`src/hw/rtl/fgsc_pkg.sv`:
```
`timescale 1ns / 1ps
// ----------------------------------------------------------------------------
// fgsc_pkg
// Shared constants and types of the fuel gauge SOC compensator.
// ----------------------------------------------------------------------------
package fgsc_pkg;

    localparam int S_TDATA_W   = 48;
    localparam int S_TUSER_W   = 2;
    localparam int M_TDATA_W   = 88;
    localparam int CFG_INDEX_W = 3;
    localparam int CFG_DATA_W  = 14;

    localparam int DIV_NUM_W = 22;
    localparam int DIV_DEN_W = 14;
    localparam int DIV_CNT_W = $clog2(DIV_NUM_W + 1);

    localparam int FULL_MARGIN = 100;
    localparam int FULL_MAX    = 10000;

    localparam logic [1:0] MODE_SAMPLE  = 2'd0;
    localparam logic [1:0] MODE_FULL    = 2'd1;
    localparam logic [1:0] MODE_TEMP    = 2'd2;
    localparam logic [1:0] MODE_IGNORED = 2'd3;

    localparam logic [1:0] CS_CHARGING     = 2'd0;
    localparam logic [1:0] CS_DISCHARGING  = 2'd1;
    localparam logic [1:0] CS_NOT_CHARGING = 2'd2;

    localparam logic       HEALTH_GOOD = 1'b0;
    localparam logic       HEALTH_DEAD = 1'b1;

    localparam logic [1:0] LEVEL_NORMAL   = 2'd0;
    localparam logic [1:0] LEVEL_FULL     = 2'd1;
    localparam logic [1:0] LEVEL_CRITICAL = 2'd2;

    localparam logic [CFG_INDEX_W-1:0] REG_EMPTY_POINT  = 3'd0;
    localparam logic [CFG_INDEX_W-1:0] REG_FULL_BASE    = 3'd1;
    localparam logic [CFG_INDEX_W-1:0] REG_REF_TEMP     = 3'd2;
    localparam logic [CFG_INDEX_W-1:0] REG_RCOMP_CHG    = 3'd3;
    localparam logic [CFG_INDEX_W-1:0] REG_RCOMP_DIS    = 3'd4;
    localparam logic [CFG_INDEX_W-1:0] REG_ALERT_THRESH = 3'd5;
    localparam logic [CFG_INDEX_W-1:0] REG_FULL_THRESH  = 3'd6;
    localparam logic [CFG_INDEX_W-1:0] REG_LOW_THRESH   = 3'd7;

    typedef struct packed {
        logic [13:0]        empty_point;
        logic [13:0]        full_point_base;
        logic signed [8:0]  reference_temp;
        logic [7:0]         rcomp_charging;
        logic [7:0]         rcomp_discharging;
        logic [4:0]         alert_threshold;
        logic [6:0]         full_threshold;
        logic [6:0]         low_threshold;
    } cfg_t;

    typedef struct packed {
        logic        load;
        logic [13:0] value;
    } full_load_t;

    typedef struct packed {
        logic                 start;
        logic [DIV_NUM_W-1:0] dividend;
        logic [DIV_DEN_W-1:0] divisor;
    } div_req_t;

    typedef struct packed {
        logic                 done;
        logic [DIV_NUM_W-1:0] quotient;
    } div_rsp_t;

endpackage

```
`src/hw/rtl/fgsc_cfg_regs.sv`:
```
`timescale 1ns / 1ps
// ----------------------------------------------------------------------------
// fgsc_cfg_regs
// Configuration register file; flags a reload of the learned full point.
// ----------------------------------------------------------------------------
module fgsc_cfg_regs (
    input  logic                              aclk,
    input  logic                              aresetn,
    input  logic                              cfg_we,
    input  logic [fgsc_pkg::CFG_INDEX_W-1:0]  cfg_index,
    input  logic [fgsc_pkg::CFG_DATA_W-1:0]   cfg_wdata,
    output fgsc_pkg::cfg_t                    cfg,
    output fgsc_pkg::full_load_t              full_load
);

    fgsc_pkg::cfg_t cfg_reg;

    always_ff @(posedge aclk) begin
        if (!aresetn) begin
            cfg_reg.empty_point       <= 14'd0;
            cfg_reg.full_point_base   <= 14'd10000;
            cfg_reg.reference_temp    <= 9'sd20;
            cfg_reg.rcomp_charging    <= 8'd215;
            cfg_reg.rcomp_discharging <= 8'd215;
            cfg_reg.alert_threshold   <= 5'd0;
            cfg_reg.full_threshold    <= 7'd99;
            cfg_reg.low_threshold     <= 7'd1;
        end else if (cfg_we) begin
            case (cfg_index)
                fgsc_pkg::REG_EMPTY_POINT:
                    cfg_reg.empty_point       <= cfg_wdata[13:0];
                fgsc_pkg::REG_FULL_BASE:
                    cfg_reg.full_point_base   <= cfg_wdata[13:0];
                fgsc_pkg::REG_REF_TEMP:
                    cfg_reg.reference_temp    <= $signed(cfg_wdata[8:0]);
                fgsc_pkg::REG_RCOMP_CHG:
                    cfg_reg.rcomp_charging    <= cfg_wdata[7:0];
                fgsc_pkg::REG_RCOMP_DIS:
                    cfg_reg.rcomp_discharging <= cfg_wdata[7:0];
                fgsc_pkg::REG_ALERT_THRESH:
                    cfg_reg.alert_threshold   <= cfg_wdata[4:0];
                fgsc_pkg::REG_FULL_THRESH:
                    cfg_reg.full_threshold    <= cfg_wdata[6:0];
                fgsc_pkg::REG_LOW_THRESH:
                    cfg_reg.low_threshold     <= cfg_wdata[6:0];
                default: ;
            endcase
        end
    end

    assign cfg = cfg_reg;

    // Writing the full base also reloads the learned point, saturated to full scale
    assign full_load.load  = cfg_we && (cfg_index == fgsc_pkg::REG_FULL_BASE);
    assign full_load.value = (cfg_wdata[13:0] > 14'(fgsc_pkg::FULL_MAX))
                           ? 14'(fgsc_pkg::FULL_MAX) : cfg_wdata[13:0];

endmodule

```
`src/hw/rtl/fgsc_divider.sv`:
```
`timescale 1ns / 1ps
// ----------------------------------------------------------------------------
// fgsc_divider
// Restoring unsigned divider, one quotient bit per cycle.
// ----------------------------------------------------------------------------
module fgsc_divider (
    input  logic               aclk,
    input  logic               aresetn,
    input  fgsc_pkg::div_req_t req,
    output fgsc_pkg::div_rsp_t rsp
);

    localparam int NW = fgsc_pkg::DIV_NUM_W;
    localparam int DW = fgsc_pkg::DIV_DEN_W;
    localparam int CW = fgsc_pkg::DIV_CNT_W;

    logic          busy_reg;
    logic          done_reg;
    logic [CW-1:0] cnt_reg;
    logic [NW-1:0] quot_reg;
    logic [NW-1:0] quot_next;
    logic [DW-1:0] rem_reg;
    logic [DW-1:0] rem_next;
    logic [DW-1:0] den_reg;
    logic [DW:0]   shifted;

    always_comb begin
        shifted = {rem_reg, quot_reg[NW-1]};
        if (shifted >= {1'b0, den_reg}) begin
            rem_next  = DW'(shifted - {1'b0, den_reg});
            quot_next = {quot_reg[NW-2:0], 1'b1};
        end else begin
            rem_next  = shifted[DW-1:0];
            quot_next = {quot_reg[NW-2:0], 1'b0};
        end
    end

    always_ff @(posedge aclk) begin
        if (!aresetn) begin
            busy_reg <= 1'b0;
            done_reg <= 1'b0;
            cnt_reg  <= '0;
        end else begin
            done_reg <= 1'b0;
            if (req.start) begin
                busy_reg <= 1'b1;
                cnt_reg  <= CW'(NW);
            end else if (busy_reg) begin
                cnt_reg <= cnt_reg - 1'b1;
                if (cnt_reg == CW'(1)) begin
                    busy_reg <= 1'b0;
                    done_reg <= 1'b1;
                end
            end
        end
    end

    always_ff @(posedge aclk) begin
        if (req.start) begin
            quot_reg <= req.dividend;
            rem_reg  <= '0;
            den_reg  <= req.divisor;
        end else if (busy_reg) begin
            quot_reg <= quot_next;
            rem_reg  <= rem_next;
        end
    end

    assign rsp.done     = done_reg;
    assign rsp.quotient = quot_reg;

endmodule

```
`src/hw/rtl/fuel_gauge_soc_compensator.sv`:
```
`timescale 1ns / 1ps
// ----------------------------------------------------------------------------
// fuel_gauge_soc_compensator
// Battery gauge post-processing: SOC rescale, status, full relearn, RCOMP.
// ----------------------------------------------------------------------------
// Input items arrive on the s_ stream (tuser carries the mode), one result
// item per input leaves on the m_ stream. The user writes registers through
// cfg_we/cfg_index/cfg_wdata only while idle; the block does not check it.
// Each item is worked by a small sequencer around one shared restoring
// divider that yields one quotient bit per cycle:
//   sample and full event: one divider pass,
//   temperature update: two divider passes (one when the temperature
//   lies below the reference), ignored mode or a bad divisor in sample
//   mode: no divider pass.
// The divider loop sets the rate; one item is in flight at a time and
// s_tready is high only in the idle state.
// Results sit in an output register, so the next item is taken while a
// result still waits; a stalled receiver holds the finishing item until the
// pending result is transferred.
// Reset restores the register defaults, sets the learned full point to
// 10000, clears the previous-sample history and empties the output.
// ----------------------------------------------------------------------------
module fuel_gauge_soc_compensator (
    input  logic                              aclk,
    input  logic                              aresetn,
    input  logic                              s_tvalid,
    output logic                              s_tready,
    // soc_word, vcell_word, charger_present, charger_active, temp_tenths,
    // is_charging
    input  logic [fgsc_pkg::S_TDATA_W-1:0]    s_tdata,
    // mode
    input  logic [fgsc_pkg::S_TUSER_W-1:0]    s_tuser,
    output logic                              m_tvalid,
    input  logic                              m_tready,
    // soc_percent, raw_soc_hundredths, cell_microvolts, charge_state,
    // health_code, level_code, changed, learned_full, config_word,
    // divide_fault, zero fill
    output logic [fgsc_pkg::M_TDATA_W-1:0]    m_tdata,
    input  logic                              cfg_we,
    input  logic [fgsc_pkg::CFG_INDEX_W-1:0]  cfg_index,
    input  logic [fgsc_pkg::CFG_DATA_W-1:0]   cfg_wdata
);

    typedef enum logic [5:0] {
        ST_IDLE = 6'b000001,
        ST_PREP = 6'b000010,
        ST_LOAD = 6'b000100,
        ST_DIV  = 6'b001000,
        ST_MID  = 6'b010000,
        ST_FIN  = 6'b100000
    } state_t;

    typedef struct packed {
        logic        divide_fault;
        logic [15:0] config_word;
        logic [13:0] learned_full;
        logic        changed;
        logic [1:0]  level_code;
        logic        health_code;
        logic [1:0]  charge_state;
        logic [22:0] cell_microvolts;
        logic [14:0] raw_soc_hundredths;
        logic [6:0]  soc_percent;
    } out_t;

    fgsc_pkg::cfg_t       cfg;
    fgsc_pkg::full_load_t full_load;
    fgsc_pkg::div_req_t   div_req;
    fgsc_pkg::div_rsp_t   div_rsp;

    state_t state_reg;
    state_t state_next;

    // captured item
    logic [1:0]         mode_reg;
    logic [15:0]        soc_word_reg;
    logic [11:0]        vcell_reg;
    logic               present_reg;
    logic               active_reg;
    logic signed [11:0] temp_reg;
    logic               is_chg_reg;

    // working values
    logic [14:0]        raw_reg;
    logic [22:0]        uv_reg;
    logic signed [15:0] t_reg;
    logic               neg_reg;
    logic               second_reg;
    logic [7:0]         r_reg;
    logic               div_start_reg;
    logic [21:0]        div_num_reg;
    logic [13:0]        div_den_reg;

    // persistent state
    logic [13:0]        full_learned_reg;
    logic [14:0]        last_raw_reg;
    logic [22:0]        prev_uv_reg;
    logic [6:0]         prev_soc_reg;
    logic [1:0]         prev_cs_reg;

    out_t               out_reg;
    logic               m_tvalid_reg;

    logic               accept;
    logic               fin_go;

    fgsc_cfg_regs u_cfg (
        .aclk      (aclk),
        .aresetn   (aresetn),
        .cfg_we    (cfg_we),
        .cfg_index (cfg_index),
        .cfg_wdata (cfg_wdata),
        .cfg       (cfg),
        .full_load (full_load)
    );

    assign div_req.start    = div_start_reg;
    assign div_req.dividend = div_num_reg;
    assign div_req.divisor  = div_den_reg;

    fgsc_divider u_div (
        .aclk    (aclk),
        .aresetn (aresetn),
        .req     (div_req),
        .rsp     (div_rsp)
    );

    assign s_tready = (state_reg == ST_IDLE);
    assign accept   = s_tvalid && s_tready;
    assign fin_go   = (state_reg == ST_FIN) && (!m_tvalid_reg || m_tready);

    // ---------------- prep: raw conversions and full-event target
    logic [22:0]        raw_prod;
    logic [22:0]        uv_prod;
    logic signed [15:0] lim_s;
    logic signed [15:0] t_prep;

    always_comb begin
        raw_prod = 23'(soc_word_reg) * 23'd100;
        uv_prod  = 23'(vcell_reg) * 23'd1250;
        lim_s    = $signed({2'b00, cfg.full_point_base})
                 - $signed(16'(fgsc_pkg::FULL_MARGIN));
        if ($signed({1'b0, last_raw_reg}) > lim_s) begin
            t_prep = (last_raw_reg > 15'(fgsc_pkg::FULL_MAX))
                   ? $signed(16'(fgsc_pkg::FULL_MAX)) : $signed({1'b0, last_raw_reg});
        end else begin
            t_prep = lim_s;
        end
    end

    // ---------------- load: dividend and divisor per mode
    logic signed [14:0] den_s;
    logic               fault;
    logic signed [15:0] diff0;
    logic signed [22:0] prod0;
    logic signed [16:0] diff1;
    logic signed [23:0] prod1;
    logic [11:0]        temp_abs;

    always_comb begin
        den_s    = $signed({1'b0, full_learned_reg}) - $signed({1'b0, cfg.empty_point});
        fault    = den_s[14] || (den_s == 15'sd0);
        diff0    = $signed({1'b0, raw_reg}) - $signed({2'b00, cfg.empty_point});
        prod0    = $signed({{7{diff0[15]}}, diff0}) * 23'sd100;
        diff1    = $signed({t_reg[15], t_reg}) - $signed({3'b000, cfg.empty_point});
        prod1    = $signed({{7{diff1[16]}}, diff1}) * 24'sd99;
        temp_abs = temp_reg[11] ? 12'(-temp_reg) : temp_reg;
    end

    // ---------------- mid: first temperature pass done
    logic [7:0]         base_rc;
    logic signed [9:0]  t_deg;
    logic signed [9:0]  ref_deg;
    logic signed [10:0] d_s;
    logic [11:0]        r_up;
    logic [10:0]        q_temp;

    always_comb begin
        base_rc = is_chg_reg ? cfg.rcomp_charging : cfg.rcomp_discharging;
        t_deg   = neg_reg ? -$signed({2'b00, div_rsp.quotient[7:0]})
                          :  $signed({2'b00, div_rsp.quotient[7:0]});
        ref_deg = $signed({cfg.reference_temp[8], cfg.reference_temp});
        d_s     = $signed({ref_deg[9], ref_deg}) - $signed({t_deg[9], t_deg});
        r_up    = 12'(base_rc) + 12'(d_s[9:0]) * 12'd5;
        q_temp  = div_rsp.quotient[10:0];
    end

    // ---------------- fin: result assembly
    logic [21:0]        q;
    logic [6:0]         soc;
    logic               health;
    logic [1:0]         level;
    logic [1:0]         cs;
    logic               chg;
    logic signed [16:0] learn_s;
    logic [13:0]        learn_sat;
    logic [7:0]         r_fin;
    out_t               out_next;

    always_comb begin
        q = div_rsp.quotient;
        if (fault || neg_reg) begin
            soc = 7'd0;
        end else if (q > 22'd100) begin
            soc = 7'd100;
        end else if (raw_reg < 15'd100) begin
            soc = 7'd0;
        end else begin
            soc = q[6:0];
        end

        if (soc > cfg.full_threshold) begin
            health = fgsc_pkg::HEALTH_GOOD;
            level  = fgsc_pkg::LEVEL_FULL;
        end else if (soc < cfg.low_threshold) begin
            health = fgsc_pkg::HEALTH_DEAD;
            level  = fgsc_pkg::LEVEL_CRITICAL;
        end else begin
            health = fgsc_pkg::HEALTH_GOOD;
            level  = fgsc_pkg::LEVEL_NORMAL;
        end

        cs  = present_reg ? (active_reg ? fgsc_pkg::CS_CHARGING : fgsc_pkg::CS_NOT_CHARGING)
                          : fgsc_pkg::CS_DISCHARGING;
        chg = (uv_reg != prev_uv_reg) || (soc != prev_soc_reg) || (cs != prev_cs_reg);

        learn_s = neg_reg ? $signed({3'b000, cfg.empty_point}) - $signed({2'b00, q[14:0]})
                          : $signed({3'b000, cfg.empty_point}) + $signed({2'b00, q[14:0]});
        if (learn_s[16]) begin
            learn_sat = 14'd0;
        end else if (learn_s > $signed(17'(fgsc_pkg::FULL_MAX))) begin
            learn_sat = 14'(fgsc_pkg::FULL_MAX);
        end else begin
            learn_sat = learn_s[13:0];
        end

        if (!second_reg) begin
            r_fin = r_reg;
        end else if (q_temp > {3'b000, base_rc}) begin
            r_fin = 8'd0;
        end else begin
            r_fin = 8'(11'(base_rc) - q_temp);
        end

        out_next = '0;
        out_next.learned_full = full_learned_reg;
        case (mode_reg)
            fgsc_pkg::MODE_SAMPLE: begin
                out_next.soc_percent        = soc;
                out_next.raw_soc_hundredths = raw_reg;
                out_next.cell_microvolts    = uv_reg;
                out_next.charge_state       = cs;
                out_next.health_code        = health;
                out_next.level_code         = level;
                out_next.changed            = chg;
                out_next.divide_fault       = fault;
            end
            fgsc_pkg::MODE_FULL: begin
                out_next.learned_full = learn_sat;
            end
            fgsc_pkg::MODE_TEMP: begin
                out_next.config_word = {r_fin, 3'b000, cfg.alert_threshold};
            end
            default: ;
        endcase
    end

    // ---------------- sequencer
    always_comb begin
        state_next = state_reg;
        case (state_reg)
            ST_IDLE: if (accept) state_next = ST_PREP;
            ST_PREP: state_next = ST_LOAD;
            ST_LOAD: begin
                case (mode_reg)
                    fgsc_pkg::MODE_SAMPLE: state_next = fault ? ST_FIN : ST_DIV;
                    fgsc_pkg::MODE_FULL,
                    fgsc_pkg::MODE_TEMP:   state_next = ST_DIV;
                    default:               state_next = ST_FIN;
                endcase
            end
            ST_DIV: begin
                if (div_rsp.done) begin
                    state_next = (mode_reg == fgsc_pkg::MODE_TEMP && !second_reg)
                               ? ST_MID : ST_FIN;
                end
            end
            ST_MID:  state_next = (t_deg < ref_deg) ? ST_FIN : ST_DIV;
            ST_FIN:  if (fin_go) state_next = ST_IDLE;
            default: state_next = ST_IDLE;
        endcase
    end

    always_ff @(posedge aclk) begin
        if (!aresetn) begin
            state_reg        <= ST_IDLE;
            div_start_reg    <= 1'b0;
            m_tvalid_reg     <= 1'b0;
            full_learned_reg <= 14'(fgsc_pkg::FULL_MAX);
            last_raw_reg     <= '0;
            prev_uv_reg      <= '0;
            prev_soc_reg     <= '0;
            prev_cs_reg      <= '0;
        end else begin
            state_reg     <= state_next;
            div_start_reg <= ((state_reg == ST_LOAD) && (state_next == ST_DIV))
                          || ((state_reg == ST_MID) && (state_next == ST_DIV));
            if (fin_go) begin
                m_tvalid_reg <= 1'b1;
            end else if (m_tready) begin
                m_tvalid_reg <= 1'b0;
            end
            if (full_load.load) begin
                full_learned_reg <= full_load.value;
            end else if (fin_go && mode_reg == fgsc_pkg::MODE_FULL) begin
                full_learned_reg <= learn_sat;
            end
            if (fin_go && mode_reg == fgsc_pkg::MODE_SAMPLE) begin
                last_raw_reg <= raw_reg;
                if (chg) begin
                    prev_uv_reg  <= uv_reg;
                    prev_soc_reg <= soc;
                    prev_cs_reg  <= cs;
                end
            end
        end
    end

    always_ff @(posedge aclk) begin
        if (accept) begin
            mode_reg     <= s_tuser[1:0];
            soc_word_reg <= s_tdata[15:0];
            vcell_reg    <= s_tdata[31:20];
            present_reg  <= s_tdata[32];
            active_reg   <= s_tdata[33];
            temp_reg     <= $signed(s_tdata[45:34]);
            is_chg_reg   <= s_tdata[46];
        end
        if (state_reg == ST_PREP) begin
            raw_reg    <= raw_prod[22:8];
            uv_reg     <= uv_prod;
            t_reg      <= t_prep;
            second_reg <= 1'b0;
        end
        if (state_reg == ST_LOAD) begin
            case (mode_reg)
                fgsc_pkg::MODE_SAMPLE: begin
                    neg_reg     <= prod0[22];
                    div_num_reg <= prod0[22] ? 22'(-prod0) : prod0[21:0];
                    div_den_reg <= den_s[13:0];
                end
                fgsc_pkg::MODE_FULL: begin
                    neg_reg     <= prod1[23];
                    div_num_reg <= prod1[23] ? 22'(-prod1) : prod1[21:0];
                    div_den_reg <= 14'd100;
                end
                fgsc_pkg::MODE_TEMP: begin
                    neg_reg     <= temp_reg[11];
                    div_num_reg <= 22'(temp_abs);
                    div_den_reg <= 14'd10;
                end
                default: ;
            endcase
        end
        if (state_reg == ST_MID) begin
            if (t_deg < ref_deg) begin
                r_reg <= (r_up > 12'd255) ? 8'd255 : r_up[7:0];
            end else begin
                // second pass: 22 * (t - ref) / 10
                neg_reg     <= 1'b0;
                second_reg  <= 1'b1;
                div_num_reg <= 22'(10'(-d_s)) * 22'd22;
                div_den_reg <= 14'd10;
            end
        end
        if (fin_go) begin
            out_reg <= out_next;
        end
    end

    assign m_tvalid = m_tvalid_reg;
    assign m_tdata  = {6'b000000, out_reg};

    // ---------------- checks
    a_div_done_in_div: assert property (@(posedge aclk) disable iff (!aresetn)
        div_rsp.done |-> state_reg == ST_DIV)
        else $error("divider finished outside the divide state");

    a_one_item: assert property (@(posedge aclk) disable iff (!aresetn)
        (s_tvalid && s_tready) |=> !s_tready)
        else $error("second transfer accepted while an item is in work");

    a_soc_range: assert property (@(posedge aclk) disable iff (!aresetn)
        m_tvalid |-> out_reg.soc_percent <= 7'd100)
        else $error("compensated soc out of range");

    a_learned_range: assert property (@(posedge aclk) disable iff (!aresetn)
        full_learned_reg <= 14'd10000)
        else $error("learned full point above full scale");

endmodule
```
`config.mk`:
```
export PLATFORM = sky130hd
export DESIGN_NAME = fuel_gauge_soc_compensator
export DESIGN_NICKNAME = d
export VERILOG_FILES = /design/src/hw/rtl/fgsc_pkg.sv /design/src/hw/rtl/fgsc_cfg_regs.sv /design/src/hw/rtl/fgsc_divider.sv /design/src/hw/rtl/fuel_gauge_soc_compensator.sv
export SDC_FILE = /design/constraint.sdc
export NUM_CORES = 2
export LEC_CHECK = 0
export ABC_CLOCK_PERIOD_IN_PS = 9600
export BUFFER_PORTS_ARGS = -buffer_cell sky130_fd_sc_hd__buf_2
export CELL_PAD_IN_SITES_DETAIL_PLACEMENT = 1
export CELL_PAD_IN_SITES_GLOBAL_PLACEMENT = 2
export CORE_UTILIZATION = 40
export DETAILED_ROUTE_END_ITERATION = 10
export PLACE_DENSITY = 0.86
export SKIP_LAST_GASP = 1
export SLEW_MARGIN = 20
export SYNTH_ARGS = -nofsm -noshare
export SYNTH_HDL_FRONTEND = slang
export SYNTH_HIERARCHICAL = 1
export SYNTH_SLANG_ARGS = --single-unit
```
`constraint.sdc`:
```
create_clock -name aclk -period 9.6 [get_ports aclk]
set_input_delay 0 -clock aclk [delete_from_list [all_inputs] [get_ports aclk]]
set_output_delay 0 -clock aclk [all_outputs]
set_load 0.1 [all_outputs]
```
==> report_table.html <==
<table>
<tr><th>Metric</th><th>Value</th></tr>
<tr><th colspan="2">Placement</th></tr>
<tr><td>Buffers added on ports</td><td>146</td></tr>
<tr><td>Minimum setup slack after placement</td><td>1.23 ns</td></tr>
<tr><td>Final estimated routing congestion in global placement</td><td>0.904</td></tr>
<tr><td>Dpl hpwl</td><td>77,200 µm</td></tr>
<tr><td>Post-placement cell area</td><td>35,300 µm²</td></tr>
<tr><th colspan="2">Clock network</th></tr>
<tr><td>Largest buffer count on any clock path</td><td>3</td></tr>
<tr><td>Count of instances resized after the clock tree is built</td><td>0</td></tr>
<tr><td>Clock transition time at the flip-flop clock pins of the worst setup and hold paths</td><td>0.06 ns</td></tr>
<tr><td>Clock latency reported for the late side of the worst-skew pair</td><td>0.64 ns</td></tr>
<tr><td>Clock tree from TritonCTS</td><td>built</td></tr>
<tr><td>Cts bufs inserted</td><td>50</td></tr>
<tr><td>Clk Tree Root Cell</td><td>clkbuf_16</td></tr>
<tr><td>Max H-tree Level</td><td>2</td></tr>
<tr><td>Number of hold-repair buffers added at the cts stage</td><td>69</td></tr>
<tr><td>Clock sink count</td><td>418</td></tr>
<tr><td>Post-CTS Setup Repair Bufs</td><td>0</td></tr>
<tr><th colspan="2">Die</th></tr>
<tr><td>Die Ht</td><td>292 µm</td></tr>
<tr><td>Floorplan die width</td><td>292 µm</td></tr>
<tr><td>Area enclosed by the die boundary</td><td>85,100 µm²</td></tr>
<tr><td>Starting density of the core</td><td>0.406</td></tr>
<tr><td>Number of rows in the core area</td><td>105</td></tr>
<tr><td>Core region area</td><td>82,600 µm²</td></tr>
<tr><td>Ports placed on the boundary</td><td>162</td></tr>
<tr><th colspan="2">Logic synthesis</th></tr>
<tr><td>Syn Inst Count</td><td>3,644</td></tr>
<tr><td>Primary flip-flop cell chosen by synthesis mapping</td><td>edfxtp_1</td></tr>
<tr><td>Async set-or-reset flop fraction in the synthesized netlist</td><td>0</td></tr>
<tr><td>Syn avg cell area</td><td>9.22 µm²</td></tr>
<tr><td>Netlist area before placement</td><td>33,600 µm²</td></tr>
<tr><td>Leading area contributor after synthesis</td><td>edfxtp_1</td></tr>
<tr><td>Count of distinct cell types in the synthesized netlist</td><td>102</td></tr>
<tr><td>Flop and latch count out of synthesis</td><td>418</td></tr>
<tr><td>Leading cell types by total area after synthesis</td><td>edfxtp_1 (20%), ha_1 (15%), dfxtp_1 (12%), fa_1 (5.7%), inv_1 (4.8%)</td></tr>
<tr><td>Yosys warns</td><td>6</td></tr>
<tr><td>Top-area cell type share of the netlist area</td><td>0.196</td></tr>
<tr><td>Sequential cell area fraction in the yosys report</td><td>0.314</td></tr>
<tr><td>Number of enable flip-flop cells after synthesis</td><td>219</td></tr>
<tr><th colspan="2">Timing</th></tr>
<tr><td>Slew Viols, Final</td><td>0</td></tr>
<tr><td>Worst slew margin relative to its limit</td><td>0.275</td></tr>
<tr><td>Clock Skews</td><td>0.0433 ns</td></tr>
<tr><td>Final count of hold timing violations</td><td>0</td></tr>
<tr><td>Worst Max-Slew Pin Slew</td><td>1.08 ns</td></tr>
<tr><td>Part of the cycle the worst path needs</td><td>0.876</td></tr>
<tr><td>RSZ-0062 raised after global routing</td><td>false</td></tr>
<tr><td>Setup TNS after final layout</td><td>0 ns</td></tr>
<tr><td>Setup Viol. Count Final</td><td>0</td></tr>
<tr><td>Final worst setup slack</td><td>1.19 ns</td></tr>
<tr><td>Shortest period the worst path allows</td><td>8.41 ns</td></tr>
<tr><td>Max Freq</td><td>119 MHz</td></tr>
<tr><th colspan="2">Routing</th></tr>
<tr><td>Average vias per placed instance</td><td>5.54</td></tr>
<tr><td>Routed wire length</td><td>102,000 µm</td></tr>
<tr><td>First-pass iteration count of the detailed router</td><td>7</td></tr>
<tr><td>Avg WL per Cell</td><td>20.7 µm</td></tr>
<tr><td>Residual antenna-violating net count after detailed routing</td><td>0</td></tr>
<tr><td>Via total after detailed routing</td><td>27,284</td></tr>
<tr><td>DRC violation total after the first TritonRoute iteration</td><td>1,511</td></tr>
<tr><td>DRC</td><td>0</td></tr>
<tr><th colspan="2">Critical path</th></tr>
<tr><td>CP Buf/Inv Count</td><td>4</td></tr>
<tr><td>Largest incremental delay on the critical path</td><td>0.58 ns</td></tr>
<tr><td>Startpoint kind of the worst setup timing path</td><td>flip-flop</td></tr>
<tr><td>Crit path max-delay cell type</td><td>dfxtp_1</td></tr>
<tr><td>Startpoint of the worst-slack reg-to-reg timing path</td><td>u_cfg/cfg[59]$_SDFFE_PN0P_</td></tr>
<tr><td>Start point of the critical path</td><td>u_cfg/cfg[59]$_SDFFE_PN0P_</td></tr>
<tr><td>Stages on the worst setup path</td><td>30</td></tr>
<tr><td>Critical path capture point type</td><td>flip-flop</td></tr>
<tr><td>Worst path required time</td><td>10.08 ns</td></tr>
<tr><td>Cells on worst reg2reg path</td><td>30</td></tr>
<tr><td>Top fanout value on the critical path</td><td>25</td></tr>
<tr><td>CP arrival</td><td>8.89 ns</td></tr>
<tr><td>Crit path top cell by count</td><td>ha_1</td></tr>
<tr><td>Setup CP Type</td><td>flip-flop to flip-flop</td></tr>
<tr><td>Cell class contributing the biggest share of worst-path delay</td><td>compound AO/OA/AOI/OAI gates</td></tr>
<tr><th colspan="2">Power</th></tr>
<tr><td>Standby leakage power</td><td>15.9 nW</td></tr>
<tr><td>Maximum ir drop on the vdd rail</td><td>153 µV</td></tr>
<tr><td>Logic gate share of total power</td><td>0.558</td></tr>
<tr><td>Internal power</td><td>5.08 mW</td></tr>
<tr><td>Switching Share</td><td>0.431</td></tr>
<tr><td>Final total power</td><td>8.93 mW</td></tr>
<tr><td>Relative contribution of sequential cells to total power</td><td>0.236</td></tr>
<tr><td>Total net switching power</td><td>3.85 mW</td></tr>
<tr><td>Share of total power in the clock network</td><td>0.205</td></tr>
<tr><td>Cell Pwr Density</td><td>237 nW/µm²</td></tr>
<tr><th colspan="2">Cells and area</th></tr>
<tr><td>Final layout net count</td><td>4,396</td></tr>
<tr><td>Number of flip-flops in the largest register</td><td>77</td></tr>
<tr><td>Design area</td><td>37,600 µm²</td></tr>
<tr><td>Core occupancy in the finished layout</td><td>0.455</td></tr>
<tr><td>Filler instances</td><td>9,477</td></tr>
<tr><td>Signed area change from the synthesized netlist to the final layout</td><td>11.9%</td></tr>
<tr><td>Share of layout cells above drive strength 1</td><td>0.0926</td></tr>
<tr><th colspan="2">Global routing</th></tr>
<tr><td>First-pass GRT wire length</td><td>158,000 µm</td></tr>
<tr><td>Total overflow reported by the global router</td><td>0</td></tr>
<tr><td>Initial antenna violation count</td><td>2</td></tr>
<tr><td>Global-route total usage across every layer</td><td>0.237</td></tr>
<tr><td>Pin count of the biggest net entering global routing</td><td>108</td></tr>
<tr><td>Number of global-route vias before repair</td><td>28,089</td></tr>
<tr><th colspan="2">Worst hold path</th></tr>
<tr><td>Worst Hold Path Cells</td><td>4</td></tr>
<tr><td>Hold path startpoint</td><td>cfg_index[0]</td></tr>
<tr><td>Worst hold path type</td><td>input pin to flip-flop</td></tr>
<tr><th colspan="2">Outcome</th></tr>
<tr><td>Status</td><td>finished clean</td></tr>
<tr><th colspan="2">Job</th></tr>
<tr><td>Number of maximum-capacitance constraint violations</td><td>0</td></tr>
</table>
[path summary, 6_finish.rpt]
kind | slack (ns) | end
setup reg to reg | 1.19 | div_num_reg[8]$_DFF_P_
setup / recovery | 1.19 | div_num_reg[8]$_DFF_P_
hold / removal | 0.05 | u_cfg/cfg[60]$_SDFFE_PN0P_
hold reg to reg | 0.43 | u_div/den_reg[2]$_DFFE_PP_
[cell usage in the layout (no fill, tap or decap), types with 20 or more instances in the layout]
cell and count:
clkbuf_16 50, nor2_1 209, buf_2 145, nand4_1 27, mux2_2 26, o21ai_0 126
ha_1 413, a21oi_1 171, dlygate4sd3_1 69, and2_1 61, buf_4 34, o21a_1 36
xor2_1 82, or3_1 21, a21boi_0 36, dfxtp_1 198, xnor2_1 144, a211oi_1 23
edfxtp_1 219, nand3_1 90, nand2_1 334, nand2b_1 36, fa_1 96, o211ai_1 20
inv_1 433, mux2i_1 79, nor3_1 66, nor4_1 22, nor2b_1 58, and3_1 26
a21o_1 44
[metal layers]
layer,vias up,GRT usage,part of all wire
met1,13517,0.304,0.45
li1,13124,-,-
met4,2,0.0666,0.026
met5,-,0,0.00013
met3,130,0.0330,0.046
met2,511,0.412,0.48
[through the flow]
stage / hold WS, ns / cells
2_1_floorplan: 0.0989 / 3655
3_3_place_gp: 0.177 / 4763
3_5_place_dp: 0.178 / 4763
4_1_cts: 0.00693 / 4926
5_1_grt: 0.0327 / 4926
6_report: 0.0506 / 4927
[tightest hold or removal path, cell delays in order]
cell and delay [ns]:
buf_2 0.28, nor4b_4 0.15, nand2_1 0.08, a21boi_0 0.07
[layout make-up]
class / count / area [µm²] / area share
Clock inverter: 20 / 140 / 0.00373
Sequential cell: 418 / 10600 / 0.281
Inverter: 434 / 1630 / 0.0433
Multi-Input combinational cell: 2662 / 20800 / 0.554
Timing Repair Buffer: 248 / 1670 / 0.0445
Antenna cell: 1 / 2.50 / 0.0000666
Tap cell: 1070 / 1340 / 0.0356
Clock buffer: 74 / 1420 / 0.0378
[Yosys cell counts, drive strengths merged (27+ instances only)]
| library cell | number |
|---|---|
| a21oi | 174 |
| nor3 | 66 |
| o21a | 36 |
| dfxtp | 199 |
| ha | 414 |
| nor2 | 211 |
| edfxtp | 219 |
| xor2 | 83 |
| clkbuf | 94 |
| buf | 47 |
| xnor2 | 145 |
| nand4 | 27 |
| a21o | 44 |
| inv | 434 |
| fa | 96 |
| and2 | 62 |
| mux2i | 79 |
| nand3 | 91 |
| a21boi | 51 |
| o21ai | 140 |
| nor2b | 61 |
| nand2b | 36 |
| nand2 | 335 |
[cells by family after synthesis]
group / after synthesis / share of synthesized area
flip-flops: 418 / 0.314
AO/OA/AOI/OAI: 762 / 0.159
XOR/XNOR: 228 / 0.0597
other: 1 / 0.000112
AND/OR/NAND/NOR: 1045 / 0.154
adder cells (fa/ha/maj): 510 / 0.211
multiplexers: 105 / 0.0323
buffers and inverters: 575 / 0.0687
[power groups by stage]
stage                     Combinational, mW  Sequential [mW]  Clock [mW]
after detailed placement               4.90             2.15           0
after floorplan                        3.78             2.11           0
after CTS                              5.00             2.11        1.88
after global placement                 4.77             2.14           0
after global routing                   5.61             2.12        1.95
final                                  4.99             2.11        1.83
Note: power is estimated with default switching activity, not from simulation.
